File: src/alt_pkg.sv
// ----------------------------------------------------------------------------
// alt_pkg
// Shared sizes and types for the address lease table.
// ----------------------------------------------------------------------------
package alt_pkg;

  // Table geometry
  localparam int TABLE_SLOTS = 16;
  localparam int IDX_W       = $clog2(TABLE_SLOTS);

  // Field widths
  localparam int ID_W    = 64;
  localparam int TIME_W  = 32;
  localparam int NODE_W  = 8;
  localparam int LADDR_W = 5;
  localparam int ENTRY_W = ID_W + TIME_W;

  // Control from the sequencer to the candidate tracker
  typedef struct packed {
    logic             init;   // new item accepted: clear candidates
    logic             step;   // slot data present this cycle
    logic [IDX_W-1:0] idx;    // slot index of that data
  } scan_ctrl_t;

  // Outcome of the scan
  typedef struct packed {
    logic             found;
    logic [IDX_W-1:0] pick;
  } scan_res_t;

endpackage

File: src/alt_ram.sv
// ----------------------------------------------------------------------------
// alt_ram
// Generic single-write, single-read RAM with registered read data.
// ----------------------------------------------------------------------------
module alt_ram #(
  parameter int WIDTH = 8,
  parameter int DEPTH = 16
) (
  input  logic                     clk,
  input  logic                     we,
  input  logic [$clog2(DEPTH)-1:0] waddr,
  input  logic [WIDTH-1:0]         wdata,
  input  logic [$clog2(DEPTH)-1:0] raddr,
  output logic [WIDTH-1:0]         rdata
);

  logic [WIDTH-1:0] mem [DEPTH];

  // Write port and registered read port
  always_ff @(posedge clk) begin
    if (we) begin
      mem[waddr] <= wdata;
    end
    rdata <= mem[raddr];
  end

endmodule

File: src/alt_scan.sv
// ----------------------------------------------------------------------------
// alt_scan
// Candidate tracker: looks at one slot per cycle and keeps the match,
// the last blank slot and the oldest lease seen so far.
// ----------------------------------------------------------------------------
module alt_scan import alt_pkg::*; (
  input  logic              clk,
  input  logic              rst,
  input  scan_ctrl_t        ctrl,
  input  logic [ID_W-1:0]   req_id,
  input  logic [TIME_W-1:0] req_time,
  input  logic [ID_W-1:0]   slot_id,
  input  logic [TIME_W-1:0] slot_time,
  output scan_res_t         res
);

  logic              found;
  logic [IDX_W-1:0]  match_idx;
  logic              have_blank;
  logic [IDX_W-1:0]  blank_idx;
  logic              have_old;
  logic [IDX_W-1:0]  old_idx;
  logic [TIME_W-1:0] old_time;
  logic [TIME_W-1:0] limit;

  // Running minimum starts at the request time
  assign limit = have_old ? old_time : req_time;

  // Candidate registers; nothing changes after a match
  always_ff @(posedge clk) begin
    if (rst || ctrl.init) begin
      found      <= 1'b0;
      have_blank <= 1'b0;
      have_old   <= 1'b0;
    end else if (ctrl.step && !found) begin
      if (slot_id == req_id) begin
        found     <= 1'b1;
        match_idx <= ctrl.idx;
      end else if (slot_id == '0) begin
        have_blank <= 1'b1;
        blank_idx  <= ctrl.idx;
      end else if (slot_time < limit) begin
        have_old <= 1'b1;
        old_idx  <= ctrl.idx;
        old_time <= slot_time;
      end
    end
  end

  // Priority: match, then blank, then oldest, else slot zero
  always_comb begin
    res.found = found;
    if (found) begin
      res.pick = match_idx;
    end else if (have_blank) begin
      res.pick = blank_idx;
    end else if (have_old) begin
      res.pick = old_idx;
    end else begin
      res.pick = '0;
    end
  end

endmodule

File: src/address_lease_table_lru.sv
// ----------------------------------------------------------------------------
// address_lease_table_lru
// Lease table: one item per request, slot chosen by match, blank or oldest.
// ----------------------------------------------------------------------------
// Each item reads every slot in turn on the single RAM read port, takes the last
// read data, writes back the chosen slot and strobes done; busy holds off a new
// item until the sequencer is back in idle, so items never overlap.
// Reset clears all slots at once through per-slot valid bits; no clearing pass.
module address_lease_table_lru import alt_pkg::*; (
  input  logic               clk,
  input  logic               rst,
  input  logic               start,
  output logic               busy,
  input  logic [ID_W-1:0]    client_id,
  input  logic [TIME_W-1:0]  current_time,
  input  logic [NODE_W-1:0]  requester_node,
  output logic               done,
  output logic [NODE_W-1:0]  reply_node,
  output logic [ID_W-1:0]    reply_client_id,
  output logic [LADDR_W-1:0] leased_address
);

  typedef enum logic [1:0] {
    S_IDLE,
    S_SCAN,
    S_LAST,
    S_WRITE
  } state_t;

  state_t             state;
  logic               accept;
  logic [ID_W-1:0]    req_id;
  logic [TIME_W-1:0]  req_time;
  logic [NODE_W-1:0]  req_node;
  logic [IDX_W-1:0]   rd_idx;
  logic               chk_step;
  logic [IDX_W-1:0]   chk_idx;
  logic               chk_slot_valid;
  logic [TABLE_SLOTS-1:0] slot_valid;
  logic               ram_we;
  logic [ENTRY_W-1:0] ram_wdata;
  logic [ENTRY_W-1:0] ram_rdata;
  logic [ID_W-1:0]    slot_id;
  logic [TIME_W-1:0]  slot_time;
  logic [IDX_W:0]     pick_plus;
  scan_ctrl_t         sctrl;
  scan_res_t          sres;

  assign accept = start && !busy;
  assign busy   = (state != S_IDLE);

  // Slot storage: {identifier, lease time}
  assign ram_we    = (state == S_WRITE);
  assign ram_wdata = {req_id, req_time};

  alt_ram #(
    .WIDTH (ENTRY_W),
    .DEPTH (TABLE_SLOTS)
  ) u_ram (
    .clk   (clk),
    .we    (ram_we),
    .waddr (sres.pick),
    .wdata (ram_wdata),
    .raddr (rd_idx),
    .rdata (ram_rdata)
  );

  // A slot never written since reset reads as blank
  assign slot_id   = chk_slot_valid ? ram_rdata[ENTRY_W-1:TIME_W] : '0;
  assign slot_time = ram_rdata[TIME_W-1:0];

  assign sctrl.init = accept;
  assign sctrl.step = chk_step;
  assign sctrl.idx  = chk_idx;

  alt_scan u_scan (
    .clk       (clk),
    .rst       (rst),
    .ctrl      (sctrl),
    .req_id    (req_id),
    .req_time  (req_time),
    .slot_id   (slot_id),
    .slot_time (slot_time),
    .res       (sres)
  );

  assign pick_plus = {1'b0, sres.pick} + (IDX_W+1)'(1);

  // Request latch and read-side pipeline tag
  always_ff @(posedge clk) begin
    if (accept) begin
      req_id   <= client_id;
      req_time <= current_time;
      req_node <= requester_node;
    end
    chk_idx        <= rd_idx;
    chk_slot_valid <= slot_valid[rd_idx];
  end

  // Sequencer: read every slot, check, then write back the chosen one.
  // Busy blocks a new item until the write lands, so no forwarding is needed.
  always_ff @(posedge clk) begin
    if (rst) begin
      state      <= S_IDLE;
      rd_idx     <= '0;
      chk_step   <= 1'b0;
      slot_valid <= '0;
      done       <= 1'b0;
    end else begin
      done     <= 1'b0;
      chk_step <= (state == S_SCAN);
      case (state)
        S_IDLE: begin
          rd_idx <= '0;
          if (accept) begin
            state <= S_SCAN;
          end
        end
        S_SCAN: begin
          if (rd_idx == IDX_W'(TABLE_SLOTS-1)) begin
            state <= S_LAST;
          end else begin
            rd_idx <= rd_idx + IDX_W'(1);
          end
        end
        S_LAST: begin
          state <= S_WRITE;
        end
        S_WRITE: begin
          slot_valid[sres.pick] <= 1'b1;
          done            <= 1'b1;
          reply_node      <= req_node;
          reply_client_id <= req_id;
          leased_address  <= LADDR_W'(pick_plus);
          rd_idx          <= '0;
          state           <= S_IDLE;
        end
        default: begin
          state <= S_IDLE;
        end
      endcase
    end
  end

endmodule

File: config.mk
export PLATFORM = sky130hd
export DESIGN_NAME = address_lease_table_lru
export DESIGN_NICKNAME = d
export VERILOG_FILES = /design/src/alt_pkg.sv /design/src/alt_ram.sv /design/src/alt_scan.sv /design/src/address_lease_table_lru.sv
export SDC_FILE = /design/constraint.sdc
export NUM_CORES = 2
export LEC_CHECK = 0
export CORE_MARGIN = 2
export CORE_UTILIZATION = 42
export CTS_CLUSTER_DIAMETER = 80
export CTS_CLUSTER_SIZE = 40
export DETAILED_ROUTE_END_ITERATION = 8
export DONT_BUFFER_PORTS = 1
export GPL_TIMING_DRIVEN = 0
export PLACE_DENSITY = 0.53
export SETUP_SLACK_MARGIN = 0.15
export SLEW_MARGIN = 20
export SYNTH_ARGS = -nofsm -noshare
export SYNTH_HDL_FRONTEND = slang
export SYNTH_SLANG_ARGS = --single-unit
export TNS_END_PERCENT = 20
File: constraint.sdc
create_clock -name clk -period 8.46 [get_ports clk]
set_input_delay 1.269 -clock clk [delete_from_list [all_inputs] [get_ports clk]]
set_output_delay 1.269 -clock clk [all_outputs]
set_load 0.1 [all_outputs]
==> metrics.cfg <==
[global_route]
globalRouteTotalUtil_pct = 21.0
grt_overflow = 0
grt_pass1_wl_microns = 250000
antenna_found_initial = 19
grt_max_degree = 38
grt_pass1_vias = 33100

[setup_path]
end_kind = flip-flop
worstPathMaxFanout = 10
cp-endpoint = u_scan.old_time[5]
timing.rr.end = u_scan.old_time[5]
slowest_stage = or4_1
cpMostUsedCell = buf_4
r2r_slack_ns = 3.55
worstPathRequired_ns = 8.92
critPathArrivalTime_ns = 5.37
startpoint = u_scan.have_old
r2r.worst_path.cells = 14
cp-start-kind = flip-flop
cpPeakStageDelay_ns = 0.55
crit_type = reg2reg
path_cells = buf_4 > clkbuf_2 > mux2i_1 > ha_1 > or4_1 > a31oi_1 > o21ai_0 > a2111o_1 > a311o_1 > nor3_2 > buf_4 > buf_6 > buf_4 > buf_4
rr_startpoint = u_scan.have_old

[route]
ant_nets = 0
drc_errors = 0
firstDrtPassIters = 6
avgRoutedWirePerCell_microns = 32.3
viasPerCell = 5.82
vias = 31900
routed_wl_microns = 177000
drt_iter0_drc = 3492

[yosys]
netlist-cell-type-count = 58
yosysTopAreaCell = edfxtp_1
syn_nets = 3106
synthCells = 2958
yosys_warnings = 0
synth_edf_count = 1761
ys.flop_type = edfxtp_1
synth_seq_area_share_pct = 79.1
async_reset_ff_share_pct = 0
syn_area_per_cell_sq_um = 23.7
synth_area_sq_um = 70100
synthTopCellsByArea = edfxtp_1 75%, mux4_2 16%, dfxtp_1 3.7%
synth_top_area_share_pct = 75.5
synth-seq-cells = 1889

[timing]
worst_pin_slew_ns = 1.15
fmax_mhz = 204
setup_slack_ns = 3.55
whs_ns = 0.385
setup_tns_ns = 0
fin_crit_sh_pct = 58.1
slew_viol_final = 0
hold_viol_final = 0
relSlewSlack_pct = 23.6
finalCriticalPeriod_ns = 4.91
grt_setup_unrepaired = false
setup_viol = 0
finClkSkew_ns = 0.0427

[floorplanning]
die-area_sq_um = 170000
ioPinCount = 186
die_h_microns = 412
die_x_microns = 412
row_count = 149
initial_utilization_pct = 42.4
core_area_sq_um = 165000

[clock_tree]
clk_latency_ns = 0.79
cts_buffer_depth = 3
numCtsBuffers = 104
tritoncts = yes
cts_setup_buffers = 0
htreeDepth = 3
root_buffer = clkbuf_16
clkSlewWorstSetupHoldPaths_ns = 0.10
cts_hold_buf = 0
cts_resized = 0
cts.sinks = 1889

[place]
io_buffers = 0
dp_hpwl_microns = 118000
dpl.cell_count = 5274
gp_congestion = 0.886
pre_cts_ws_ns = 3.50

[layout]
nNetsFinal = 3341
drive_above_1_share_pct = 27.2
instances_no_fill = 5479
area_growth_pct = 14.3

[pwr]
p_int_mw = 14.7
finalPower_mw = 20.2
peakVddDrop_v = 0.000217
powerDensity_nw_per_um2 = 252
combPwrFrac_pct = 10.2
leakage_nw = 24.0
p_sw_mw = 5.53
p_clk_share_pct = 30.7
switching_share_pct = 27.4
pwr-share-seq_pct = 59.1

[outcome]
status = finished, final reports clean

[job]
max_cap_viol_count = 0

[hold_path]
min_path_type = reg2reg

[registers in the layout, summed over array words and instances (netlist names), 2 cells and up]
signal	flops
chk_idx	4
leased_address	5
rd_idx	4
reply_client_id	64
reply_node	8
req_id	64
req_node	8
req_time	32
slot_valid	16
state	2
u_ram.mem	1536
u_ram.rdata	96
u_scan.blank_idx	4
u_scan.match_idx	4
u_scan.old_idx	4
u_scan.old_time	32
[synth_stat cells (3+ instances only)]
library cell  instances
xnor2_1              12
mux2i_1              33
o22ai_1              22
a21oi_1              19
nor3_1               15
clkbuf_1             68
mux4_2              485
or4_1                 4
nand3_1              23
nand2b_1             11
nand4_1              12
a31o_2                3
ha_1                 41
buf_1                32
nand4b_1             14
edfxtp_1           1761
nor4_1               24
a22oi_1              12
xor2_1               14
nor2b_1              11
o21ba_2               7
o21ai_0              19
dfxtp_1             128
nor2_1               57
buf_2                22
o31ai_1               4
o21a_1               13
inv_1                21
nand2_1              31
[worst min path at each step]
stage | startpoint | to | slack [ns] | depth (start not counted)
final | rd_idx[0] | chk_idx[0] | 0.39 | 0
after global routing | rd_idx[0] | chk_idx[0] | 0.39 | 0
after CTS | rd_idx[1] | chk_idx[1] | 0.38 | 0
after detailed placement | rd_idx[1] | chk_idx[1] | 0.37 | 0
after global placement | rd_idx[1] | chk_idx[1] | 0.37 | 0
after floorplan | rd_idx[1] | chk_idx[1] | 0.35 | 0
[cell usage in the layout (no fill, tap or decap), types with 7 or more instances in the layout]
master        n
nor2_4       16
clkinv_8     10
nand4_1      12
buf_16       83
xor2_1       14
nor2_1       41
clkinv_16     8
dfxtp_1     128
nor4_1       24
a22oi_1      12
o21a_1       13
o22ai_1      22
nand2b_1     11
nand4b_1     14
nand3_1      23
nand2_1      31
nor2b_1      10
ha_1         41
inv_1        21
mux4_2      485
buf_1        13
buf_12       39
inv_8        12
o21ba_2       7
inv_12       15
nor3_1       14
inv_6        19
clkbuf_16   106
clkbuf_2     22
inv_16        9
clkbuf_1     61
a21oi_1      19
edfxtp_1   1761
mux2i_1      33
buf_2        30
xnor2_1      12
o21ai_0      19
[layer usage]
| layer | track usage, % | vias to the layer above | routed length (microns) |
|---|---|---|---|
| met1 | 28.7 | 17400 | 72900 |
| met4 | 5.08 | 4 | 4520 |
| met5 | 0 | - | 25 |
| li1 | - | 13100 | - |
| met2 | 35.4 | 1097 | 89500 |
| met3 | 3.37 | 261 | 10300 |
[metrics by stage]
stage	util [%]	area (sq um)
6_report	48.4	80100
3_5_place_dp	46.0	76100
5_1_grt	48.4	80100
2_1_floorplan	-	70100
3_3_place_gp	44.0	72800
4_1_cts	48.4	80000
[area by class of cell]
cell class	count	area, sq um
clock buffer	110	2670
sequential	1889	55400
fill	13100	85300
clock inverter	87	1280
timing repair buffer	129	3130
antenna	6	15.0
buffer	124	538
multi-input combinational	924	14200
inverter	21	78.8
tap	2189	2740
[critical path, delay by kind of cell, from the launching register on]
family	cells	cell delay [ns]
AO/OA/AOI/OAI	4	1.33
adder cells (fa/ha/maj)	1	0.23
buffers and inverters	6	1.60
flip-flops	1	0.32
multiplexers	1	0.18
AND/OR/NAND/NOR	2	0.93
[power groups by stage]
stage / clock (mW) / combinational (mW) / sequential, mW
2_1_floorplan: 0 / 1.40 / 11.8
3_3_place_gp: 0 / 1.97 / 12.2
3_5_place_dp: 0 / 2.09 / 12.2
4_1_cts: 6.37 / 2.11 / 11.9
5_1_grt: 6.66 / 2.22 / 12.0
6_report: 6.20 / 2.07 / 11.9
[kinds of logic (layout without fill, tap and decap cells)]
logic type	count (synthesis)	after routing	share of synthesized area [%]
buffers and inverters	145	471	0.827
muxes	519	519	16.1
and+or+nand+nor	213	213	1.64
other	0	6	0
adders and majority gates	41	41	0.732
xor gates and xnor gates	26	26	0.325
AOI/OAI and AO/OA	125	125	1.25
DFF	1889	1889	79.1
(Power assumes the default switching activity.)
